==> src/rtl/core/lcts_pkg.sv <==
// lcts_pkg: types, constants and state codes for the load-cell tare and smoothing block
// no dependencies; imported by lcts_div, load_cell_tare_scale_smoother and tb
package lcts_pkg;

  localparam int SAMPLE_BITS      = 24;
  localparam int TARE_SAMPLES_DEF = 4;
  localparam int WEIGHT_W         = 25;
  localparam int FP_W             = 7;
  localparam int SDIV_W           = 16;
  localparam int CFG_DATA_W       = 16;

  // divider magnitude width and divisor width
  localparam int DIV_W            = 32;
  localparam int DSR_W            = 16;
  localparam int DIV_CNT_W        = $clog2(DIV_W + 1);

  localparam logic [FP_W-1:0]   PERCENT_FULL  = 7'd100;
  localparam logic [FP_W-1:0]   FILTER_RESET  = 7'd10;
  localparam logic [SDIV_W-1:0] SCALE_RESET   = 16'd719;
  localparam logic signed [DIV_W:0] WEIGHT_MAX = 33'sd16777215;

  localparam logic REQ_MEASURE = 1'b0;
  localparam logic REQ_TARE    = 1'b1;

  // configuration register indexes
  localparam logic CFG_FILTER_PERCENT = 1'b0;
  localparam logic CFG_SCALE_DIVISOR  = 1'b1;

  typedef struct packed {
    logic                          req_type;
    logic signed [SAMPLE_BITS-1:0] raw_sample;
  } in_item_t;

  typedef struct packed {
    logic signed [WEIGHT_W-1:0] weight_value;
    logic                       tare_done;
  } out_item_t;

  typedef struct packed {
    logic                    start;
    logic signed [DIV_W:0]   dividend;
    logic [DSR_W-1:0]        divisor;
  } div_req_t;

  typedef struct packed {
    logic                    done;
    logic signed [DIV_W:0]   quotient;
  } div_rsp_t;

  typedef enum logic [2:0] {
    ST_IDLE,
    ST_TARE_WAIT,
    ST_MEAS_WAIT,
    ST_MUL_PREV,
    ST_MUL_X,
    ST_MIX_GO,
    ST_MIX_WAIT,
    ST_OUT
  } lcts_state_t;

endpackage

==> src/rtl/core/lcts_div.sv <==
// lcts_div: signed-by-unsigned restoring divider, one quotient bit per cycle,
// truncating toward zero; depends on lcts_pkg
module lcts_div
  import lcts_pkg::*;
(
  input  logic     clk,
  input  logic     rst_n,
  input  div_req_t req,
  output div_rsp_t rsp
);

  logic                 busy_r, busy_nxt;
  logic                 done_r, done_nxt;
  logic                 neg_r, neg_nxt;
  logic [DIV_CNT_W-1:0] cnt_r, cnt_nxt;
  logic [DIV_W-1:0]     quo_r, quo_nxt;
  logic [DSR_W-1:0]     rem_r, rem_nxt;
  logic [DSR_W-1:0]     dsr_r, dsr_nxt;

  logic signed [DIV_W:0] mag;
  logic [DSR_W:0]        shifted;
  logic [DSR_W+1:0]      diff;
  logic                  ge;

  always_comb begin
    mag      = req.dividend[DIV_W] ? -req.dividend : req.dividend;
    shifted  = {rem_r, quo_r[DIV_W-1]};
    diff     = {1'b0, shifted} - {2'b00, dsr_r};
    ge       = !diff[DSR_W+1];
    busy_nxt = busy_r;
    done_nxt = 1'b0;
    neg_nxt  = neg_r;
    cnt_nxt  = cnt_r;
    quo_nxt  = quo_r;
    rem_nxt  = rem_r;
    dsr_nxt  = dsr_r;
    if (req.start) begin
      busy_nxt = 1'b1;
      neg_nxt  = req.dividend[DIV_W];
      cnt_nxt  = DIV_CNT_W'(DIV_W);
      quo_nxt  = mag[DIV_W-1:0];
      rem_nxt  = '0;
      dsr_nxt  = req.divisor;
    end else if (busy_r) begin
      rem_nxt = ge ? diff[DSR_W-1:0] : shifted[DSR_W-1:0];
      quo_nxt = {quo_r[DIV_W-2:0], ge};
      cnt_nxt = cnt_r - 1'b1;
      if (cnt_r == DIV_CNT_W'(1)) begin
        busy_nxt = 1'b0;
        done_nxt = 1'b1;
      end
    end
  end

  always_ff @(posedge clk) begin
    if (!rst_n) begin
      busy_r <= 1'b0;
      done_r <= 1'b0;
      cnt_r  <= '0;
    end else begin
      busy_r <= busy_nxt;
      done_r <= done_nxt;
      cnt_r  <= cnt_nxt;
    end
  end

  always_ff @(posedge clk) begin
    neg_r <= neg_nxt;
    quo_r <= quo_nxt;
    rem_r <= rem_nxt;
    dsr_r <= dsr_nxt;
  end

  assign rsp.done     = done_r;
  assign rsp.quotient = neg_r ? -$signed({1'b0, quo_r}) : $signed({1'b0, quo_r});

endmodule

==> src/rtl/core/load_cell_tare_scale_smoother.sv <==
// load_cell_tare_scale_smoother: tare averaging, offset correction, scaling and smoothing
// timing: a tare request passes through one serial division, a measure request through a
// scaling division, two multiply steps and a mixing division; the divider does one bit a cycle over 32 bits
// throughput: one request at a time, next accepted the cycle after the result is registered
// reset (rst_n, synchronous): offset, tare sum, tare count and smoothed value cleared,
// filter_percent back to 10, scale_divisor back to 719; depends on lcts_pkg, lcts_div
module load_cell_tare_scale_smoother
  import lcts_pkg::*;
#(
  parameter int TARE_SAMPLES = TARE_SAMPLES_DEF
) (
  input  logic                  clk,
  input  logic                  rst_n,
  input  logic                  in_valid,
  output logic                  in_stall,
  input  in_item_t              in_data,
  output logic                  out_valid,
  input  logic                  out_stall,
  output out_item_t             out_data,
  input  logic                  cfg_valid,
  output logic                  cfg_ready,
  input  logic                  cfg_index,
  input  logic [CFG_DATA_W-1:0] cfg_data
);

  localparam int TCNT_W = 4;

  // sequencer
  lcts_state_t state_r, state_nxt;

  // configuration
  logic [FP_W-1:0]   filter_percent_r;
  logic [SDIV_W-1:0] scale_divisor_r;

  // model state
  logic signed [SAMPLE_BITS-1:0] tare_offset_r, tare_offset_nxt;
  logic signed [SAMPLE_BITS-1:0] tare_sum_r, tare_sum_nxt;
  logic [TCNT_W-1:0]             tare_count_r, tare_count_nxt;
  logic signed [WEIGHT_W-1:0]    prev_r, prev_nxt;
  logic                          done_r, done_nxt;

  // working registers
  logic signed [WEIGHT_W-1:0] x_r, x_nxt;
  logic signed [DIV_W:0]      acc_r, acc_nxt;

  // output register
  logic      out_valid_r, out_valid_nxt;
  out_item_t out_data_r, out_data_nxt;

  // shared units
  div_req_t div_req;
  div_rsp_t div_rsp;
  logic signed [DIV_W:0] mul_a, mul_b, mul_res;
  logic [FP_W-1:0]       p_eff;
  logic [SDIV_W-1:0]     sdiv_eff;
  logic                  in_acc;
  logic                  out_free;
  logic [TCNT_W-1:0]     count_inc;
  logic signed [SAMPLE_BITS-1:0] sum_inc;

  lcts_div u_div (
    .clk  (clk),
    .rst_n(rst_n),
    .req  (div_req),
    .rsp  (div_rsp)
  );

  // clipped weight and guarded divisor
  assign p_eff    = (filter_percent_r > PERCENT_FULL) ? PERCENT_FULL : filter_percent_r;
  assign sdiv_eff = (scale_divisor_r == '0) ? SDIV_W'(1) : scale_divisor_r;

  assign in_stall  = (state_r != ST_IDLE);
  assign in_acc    = in_valid && !in_stall;
  assign out_free  = !out_valid_r || !out_stall;
  assign cfg_ready = 1'b1;
  assign out_valid = out_valid_r;
  assign out_data  = out_data_r;

  // next state
  always_comb begin
    state_nxt = state_r;
    case (state_r)
      ST_IDLE: begin
        if (in_acc) begin
          state_nxt = (in_data.req_type == REQ_TARE) ? ST_TARE_WAIT : ST_MEAS_WAIT;
        end
      end
      ST_TARE_WAIT: begin
        if (div_rsp.done) state_nxt = ST_OUT;
      end
      ST_MEAS_WAIT: begin
        if (div_rsp.done) state_nxt = ST_MUL_PREV;
      end
      ST_MUL_PREV: state_nxt = ST_MUL_X;
      ST_MUL_X:    state_nxt = ST_MIX_GO;
      ST_MIX_GO:   state_nxt = ST_MIX_WAIT;
      ST_MIX_WAIT: begin
        if (div_rsp.done) state_nxt = ST_OUT;
      end
      ST_OUT: begin
        if (out_free) state_nxt = ST_IDLE;
      end
      default: state_nxt = ST_IDLE;
    endcase
  end

  // datapath and outputs
  always_comb begin
    div_req.start    = 1'b0;
    div_req.dividend = acc_r;
    div_req.divisor  = DSR_W'(PERCENT_FULL);
    mul_a            = (DIV_W+1)'(x_r);
    mul_b            = (DIV_W+1)'(p_eff);
    tare_offset_nxt  = tare_offset_r;
    tare_sum_nxt     = tare_sum_r;
    tare_count_nxt   = tare_count_r;
    prev_nxt         = prev_r;
    done_nxt         = done_r;
    x_nxt            = x_r;
    acc_nxt          = acc_r;
    out_valid_nxt    = out_valid_r && out_stall;
    out_data_nxt     = out_data_r;
    count_inc        = tare_count_r + 1'b1;
    sum_inc          = tare_sum_r + div_rsp.quotient[SAMPLE_BITS-1:0];

    if (state_r == ST_MUL_PREV) begin
      mul_a = (DIV_W+1)'(prev_r);
      mul_b = (DIV_W+1)'(PERCENT_FULL - p_eff);
    end
    mul_res = mul_a * mul_b;

    case (state_r)
      ST_IDLE: begin
        // launch the first division straight from the request
        if (in_acc) begin
          div_req.start = 1'b1;
          done_nxt      = 1'b0;
          if (in_data.req_type == REQ_TARE) begin
            div_req.dividend = (DIV_W+1)'(in_data.raw_sample);
            div_req.divisor  = DSR_W'(TARE_SAMPLES);
          end else begin
            div_req.dividend = (DIV_W+1)'(in_data.raw_sample) - (DIV_W+1)'(tare_offset_r);
            div_req.divisor  = sdiv_eff;
          end
        end
      end
      ST_TARE_WAIT: begin
        if (div_rsp.done) begin
          // enough tare samples: sum becomes the offset
          if (count_inc >= TCNT_W'(TARE_SAMPLES)) begin
            tare_offset_nxt = sum_inc;
            tare_sum_nxt    = '0;
            tare_count_nxt  = '0;
            done_nxt        = 1'b1;
          end else begin
            tare_sum_nxt    = sum_inc;
            tare_count_nxt  = count_inc;
          end
        end
      end
      ST_MEAS_WAIT: begin
        if (div_rsp.done) x_nxt = div_rsp.quotient[WEIGHT_W-1:0];
      end
      ST_MUL_PREV: acc_nxt = mul_res;
      ST_MUL_X:    acc_nxt = acc_r + mul_res;
      ST_MIX_GO: begin
        div_req.start = 1'b1;
      end
      ST_MIX_WAIT: begin
        if (div_rsp.done) begin
          // clamp to the weight range
          if (div_rsp.quotient > WEIGHT_MAX) begin
            prev_nxt = WEIGHT_MAX[WEIGHT_W-1:0];
          end else if (div_rsp.quotient < -WEIGHT_MAX) begin
            prev_nxt = WEIGHT_W'(-WEIGHT_MAX);
          end else begin
            prev_nxt = div_rsp.quotient[WEIGHT_W-1:0];
          end
        end
      end
      ST_OUT: begin
        // hold the result here until the output register is free
        if (out_free) begin
          out_valid_nxt             = 1'b1;
          out_data_nxt.weight_value = prev_r;
          out_data_nxt.tare_done    = done_r;
        end
      end
      default: ;
    endcase
  end

  // control and model state
  always_ff @(posedge clk) begin
    if (!rst_n) begin
      state_r          <= ST_IDLE;
      out_valid_r      <= 1'b0;
      filter_percent_r <= FILTER_RESET;
      scale_divisor_r  <= SCALE_RESET;
      tare_offset_r    <= '0;
      tare_sum_r       <= '0;
      tare_count_r     <= '0;
      prev_r           <= '0;
      done_r           <= 1'b0;
    end else begin
      state_r       <= state_nxt;
      out_valid_r   <= out_valid_nxt;
      tare_offset_r <= tare_offset_nxt;
      tare_sum_r    <= tare_sum_nxt;
      tare_count_r  <= tare_count_nxt;
      prev_r        <= prev_nxt;
      done_r        <= done_nxt;
      // configuration request
      if (cfg_valid && cfg_ready) begin
        case (cfg_index)
          CFG_FILTER_PERCENT: filter_percent_r <= cfg_data[FP_W-1:0];
          CFG_SCALE_DIVISOR:  scale_divisor_r  <= cfg_data[SDIV_W-1:0];
          default: ;
        endcase
      end
    end
  end

  // payload registers
  always_ff @(posedge clk) begin
    x_r        <= x_nxt;
    acc_r      <= acc_nxt;
    out_data_r <= out_data_nxt;
  end

endmodule

==> config.mk <==
export PLATFORM = sky130hd
export DESIGN_NAME = load_cell_tare_scale_smoother
export DESIGN_NICKNAME = d
export VERILOG_FILES = /design/src/rtl/core/lcts_pkg.sv /design/src/rtl/core/lcts_div.sv /design/src/rtl/core/load_cell_tare_scale_smoother.sv
export SDC_FILE = /design/constraint.sdc
export NUM_CORES = 1
export LEC_CHECK = 0
export BUFFER_PORTS_ARGS = -buffer_cell sky130_fd_sc_hd__buf_4
export CAP_MARGIN = 20
export CELL_PAD_IN_SITES_DETAIL_PLACEMENT = 0
export CELL_PAD_IN_SITES_GLOBAL_PLACEMENT = 1
export CORE_MARGIN = 4
export CORE_UTILIZATION = 40
export DETAILED_ROUTE_END_ITERATION = 10
export PLACE_DENSITY = 0.8
export SETUP_SLACK_MARGIN = 0.5
export SYNTH_ARGS = -nofsm -noshare
export SYNTH_HDL_FRONTEND = slang
export SYNTH_SLANG_ARGS = --single-unit
==> constraint.sdc <==
create_clock -name clk -period 22 [get_ports clk]
set_input_delay 1.1 -clock clk [delete_from_list [all_inputs] [get_ports clk]]
set_output_delay 1.1 -clock clk [all_outputs]
set_load 0.1 [all_outputs]
# Word level (Yosys, flattened, before mapping)
# Cells that the tools add are included.
[op_classes] add_sub_neg=9 mul=1 n_lt_le_gt_ge=4 mux=36 eq_ne=14 n_reduce_logical=28 n_bitwise=5
[op_table] op="33-bit 2-to-1 mux" n=3
[op_table] op="49-bit 2-to-1 mux" n=2
[op_table] op="32-bit 2-to-1 mux" n=3
[op_table] op="33-bit case mux with 2 select lines" n=1
[op_table] op="25-bit 2-to-1 mux" n=2
[op_table] op="50-bit 2-to-1 mux" n=1
[op_table] op="33-bit adder" n=1
[op_table] op="33-bit by 25-bit > comparator with 1-bit output, second input constant" n=1
[op_table] op="33-bit by 25-bit less-than comparator with 1-bit output, second input constant" n=1
[op_table] op="33-bit by 33-bit multiplier with 33-bit output" n=1
[op_table] op="32-bit negation with 33-bit output" n=1
[op_table] op="16-bit 2-to-1 mux" n=2
[op_table] op="32-bit negation" n=1
[op_table] op="24-bit by 24-bit subtractor with 25-bit output" n=1
[op_table] op="24-bit adder" n=1
[op_table] op="24-bit 2-to-1 mux" n=1
[op_table] op="3-bit case mux with 7 select lines" n=1
[op_table] op="17-bit by 16-bit subtractor with 18-bit output" n=1
[op_table] op="16-bit zero test" n=1
[op_table] op="2-bit AND reduction" n=7
[op_table] op="3-bit == test, second input constant" n=4
[op_table] op="3-bit 2-to-1 mux" n=4
[op_table] op="6-bit 2-to-1 mux" n=2
[op_table] op="1-bit 2-to-1 mux" n=9
[op_table] op="other kinds (26)" n=45
[word_totals] out_inout_bits=29 elab_cells=120 ff_bits=262

# Longest topological paths before layout
[depth] word_depth=8 mapped_depth=48 depth_no_buf=46

# By module
# Synthesis repeated with hierarchy kept, for this count alone.
[hier_totals] cells_unflattened=3266 area_unflattened_um2=29489.5
[by_module_without_submodules] mod="load_cell_tare_scale_smoother" cells_each=2731 seq_area_each_um2=4624.4 instances=1 area_each_um2=24619.9
[by_module_without_submodules] mod="lcts_div" cells_each=535 seq_area_each_um2=1951.9 instances=1 area_each_um2=4869.7

# Worst setup path before layout
# OpenSTA, ideal clock, no wires.
[synth_path] path_kind="register -> register" from="register filter_percent_r[3]" to="register acc_r[32], data pin" arrival_time_ps=10520 synth_period_minus_slack_ps=10779 t_required_ps=21741 path_slack_ps=11221 stages_incl_launch_ff=46 path_buffers=3 path_cell_list="dfxtp_1 > clkbuf_1 > nor2_1 > nand2_1 > nand3_1 > nand2_1 > clkbuf_1 > ha_1 > nor2b_1 > a21oi_1 > o22a_1 > nor2_1 > a21oi_1 > clkbuf_1 > nor2_1 > fa_1 > inv_1 > fa_1 > [... 10 more ...] > or3_1 > o21a_1 > o311a_1 > nor2_1 > o21ai_0 > xor2_1 > ha_1 > and2_1 > a221o_1 > a21o_1 > a221o_1 > a22o_1 > o41ai_2 > a21oi_1 > a31oi_1 > mux2i_1 > xnor2_1 > xnor2_1"
[synth_via] elab_chain_len=7
[synth_rtl] element="start: declaration" line_no="load_cell_tare_scale_smoother.sv:32" rtl="logic [FP_W-1:0] filter_percent_r;"
[synth_rtl] element="start signal: assignment" line_no="load_cell_tare_scale_smoother.sv:216" rtl="CFG_FILTER_PERCENT: filter_percent_r <= cfg_data[FP_W-1:0];"
[synth_rtl] element="7-bit > comparator" line_no="load_cell_tare_scale_smoother.sv:69" rtl="assign p_eff = (filter_percent_r > PERCENT_FULL) ? PERCENT_FULL : filter_percent_r;"
[synth_rtl] element="7-bit 2-to-1 mux *" line_no="load_cell_tare_scale_smoother.sv:69"
[synth_rtl] element="7-bit by 7-bit subtractor with 8-bit output" line_no="load_cell_tare_scale_smoother.sv:128" rtl="mul_b = (DIV_W+1)'(PERCENT_FULL - p_eff);"
[synth_rtl] element="33-bit 2-to-1 mux *" line_no="load_cell_tare_scale_smoother.sv:126" rtl="if (state_r == ST_MUL_PREV) begin"
[synth_rtl] element="33-bit by 33-bit multiplier with 33-bit output *" line_no="load_cell_tare_scale_smoother.sv:130" rtl="mul_res = mul_a * mul_b;"
[synth_rtl] element="33-bit adder" line_no="load_cell_tare_scale_smoother.sv:165" rtl="ST_MUL_X: acc_nxt = acc_r + mul_res;"
[synth_rtl] element="33-bit case mux with 2 select lines *" line_no="load_cell_tare_scale_smoother.sv:132" rtl="case (state_r)"
[synth_rtl] element="via acc_nxt[32]" line_no="load_cell_tare_scale_smoother.sv:44" rtl="logic signed [DIV_W:0] acc_r, acc_nxt;"
[synth_rtl] element="end signal: assignment" line_no="load_cell_tare_scale_smoother.sv:227" rtl="acc_r <= acc_nxt;"
[synth_rtl] element="end: declaration" line_no="load_cell_tare_scale_smoother.sv:44"
# Mark *: on every way through the listed nets, which the timed path passes. The rest lies on a longest branch.
# A chain may end at the register's enable or synchronous reset.

# Final worst setup path
[layout_path] from="register filter_percent_r[2]" to="register acc_r[32], data pin"
# The elaborated chain is that of the path after synthesis.

==> results.ini <==
[outcome]
outcome = finished clean

[yosys]
synthMuxAreaShare_pct = 1.89
seq_area_frac_synth_pct = 22.0
synth_ff_type = edfxtp_1
synth_area_leaders = fa_1 (24%), edfxtp_1 (13%), ha_1 (10%), dfxtp_1 (8.7%), inv_1 (6.9%)
netlist_instances = 3298
yosysTopAreaCellShare_pct = 23.9
yosys.area_share.xor_xnor_pct = 5.70
synth_top_family_by_area = adder cells
ys_types = 91
ys_seq_elements = 262
synth.avg_cell_area_um2 = 9.04
yosysTopAreaCell = fa_1
yosys_warnings = 0
synth_area_um2 = 29800
synth_edf_count = 133
async_reset_ff_share_pct = 0
synth-compound-area-share_pct = 13.4
synth_adder_area_share_pct = 34.1
yosys.area_share.simple_pct = 14.4

[setup_path]
crit_type = reg2reg
crit_top_cell = fa_1
reg2reg_depth = 42
cp-start-kind = flip-flop
regToRegSetupSlack_ns = 10.16
crit_required_ns = 22.35
critical_path_cell_count = 42
slowest_stage = nand2_1
worstPathArrival_ns = 12.20
crit_buf_inv = 4
slowest_delay_ns = 0.75
crit_family = adder cells
cp_max_fo = 24
endpoint_kind = flip-flop

[clock_network]
holdBufCountCts = 0
cts_buffer_depth = 3
clkSinkCount = 262
cts-resized-gates = 0
cts_tree = built
cts_buffers = 31
insertion_delay_ns = 0.61
h-tree-depth = 1
clk_pin_slew_ns = 0.06
cts-root-buf = clkbuf_16
postCtsSetupRepairBufs = 0

[finish]
mostFrequentLayoutCells = inv_1 (552), fa_1 (356), nand2_1 (307), nor2_1 (275), ha_1 (244)
nets = 4101
layout-drive-gt1-share_pct = 6.32
final_common_cell = inv_1
instances_no_fill = 4438
antennaDiodeCount = 0
finish.utilization_pct = 44.9
area_growth_pct = 10.5
final_area_um2 = 32900

[timing]
maxSlewHeadroom_pct = 27.7
fin_crit_sh_pct = 53.8
max_freq_ghz = 0.0844
rsz0062_at_grt = no
fin_skew_ns = 0.0474
hold_violations = 0
setup_viol = 0
tightestPinTransition_ns = 1.06
setup-tns-final_ns = 0
drv_slew = 0
min_period_ns = 11.84

[floorplanning]
rows = 99
die_w_um = 281
coreArea_um2 = 73500
dieHeight_um = 281
dieArea_um2 = 79000
start_util_pct = 40.6
num_io_pins = 76

[drt]
num_vias = 23200
ant_nets = 0
initialDrtViolationCount = 1720
drt_pre_antenna_iters = 5
drt_wl_total_um = 82100
viasPerCell = 5.22
wl_per_cell_um = 18.5
drc_errors = 0

[grt]
track_usage_pct = 20.9
grt_pass1_wl_um = 130000
grt_max_degree = 56
gr-total-overflow = 0
antenna_found_initial = 2
grt_pass1_vias = 22700

[job]
maxCapViolCount = 0

[placed_design]
gp_congestion = 0.925
hpwlAfterDp_um = 66900
placed_area_um2 = 31900
dp.cells = 4379
portBuffers = 74

[worst_hold_path]
whs_path_depth = 2
hp-class = reg2reg

==> kinds of logic (layout without fill, tap and decap cells) <==
logic type / after synthesis / count (layout)
AO/OA/AOI/OAI: 612 / 612
XOR/XNOR: 194 / 194
adder cells (fa/ha/maj): 600 / 600
buffers and inverters: 661 / 721
flip-flops: 262 / 262
multiplexers: 56 / 56
other: 2 / 123
AND/OR/NAND/NOR: 911 / 911
==> layer usage <==
layer  track usage, %  wire [um]  part of all wire (%)
met3             1.76       3960                   4.8
met5                0          0                     0
met1             29.8      37200                    45
met2             34.1      38300                    47
met4             6.16       2670                   3.3
==> sequential cells by signal, indices dropped and copies added (netlist names), 24 cells and up <==
register,flops
acc_r,33
u_div.quo_r,32
prev_r,25
tare_offset_r,24
tare_sum_r,24
x_r,25
out_data,26
==> worst reg2reg max path: cells and delay by family (launching register included) <==
family	cells	cell delay, ns
DFF	1	0.42
muxes	1	0.24
xor gates and xnor gates	3	0.44
buffers and inverters	4	0.19
and+or+nand+nor	9	2.10
adders and majority gates	11	4.61
AOI/OAI and AO/OA	14	3.61
==> worst paths after layout <==
kind                                           to                 from
worst max-delay path                    acc_r[32]  filter_percent_r[2]
worst min-delay path            tare_offset_r[11]    tare_offset_r[11]
worst max register to register          acc_r[32]  filter_percent_r[2]
worst min register to register  tare_offset_r[11]    tare_offset_r[11]
==> final cells by class <==
class / count / area [um2]
timing repair buffer: 110 / 833
clock inverter: 15 / 150
clock buffer: 43 / 881
sequential: 262 / 6580
tap: 959 / 1200
inverter: 553 / 2080
fill: 7125 / 40500
multi-input combinational: 2496 / 21200
==> metrics by stage <==
stage	setup WS (ns)	hold WS, ns
CTS	10.19	0.457
finish	10.16	0.460
global placement	10.35	0.443
detailed placement	10.17	0.443
global route	9.37	0.478
floorplan	11.22	0.409
==> cells in the mapped netlist, drive strengths merged (39+ instances only) <==
| master | n |
|---|---|
| dfxtp | 129 |
| nor3 | 39 |
| edfxtp | 133 |
| mux2i | 53 |
| ha | 244 |
| xor2 | 60 |
| fa | 356 |
| clkbuf | 96 |
| nand3 | 50 |
| a22oi | 42 |
| a21oi | 141 |
| inv | 552 |
| xnor2 | 134 |
| nand2 | 310 |
| o21ai | 149 |
| nor2 | 276 |
| a21o | 51 |
Power is not shown: default switching activity piles up to over one toggle a cycle in this logic, so the estimate is an artifact.
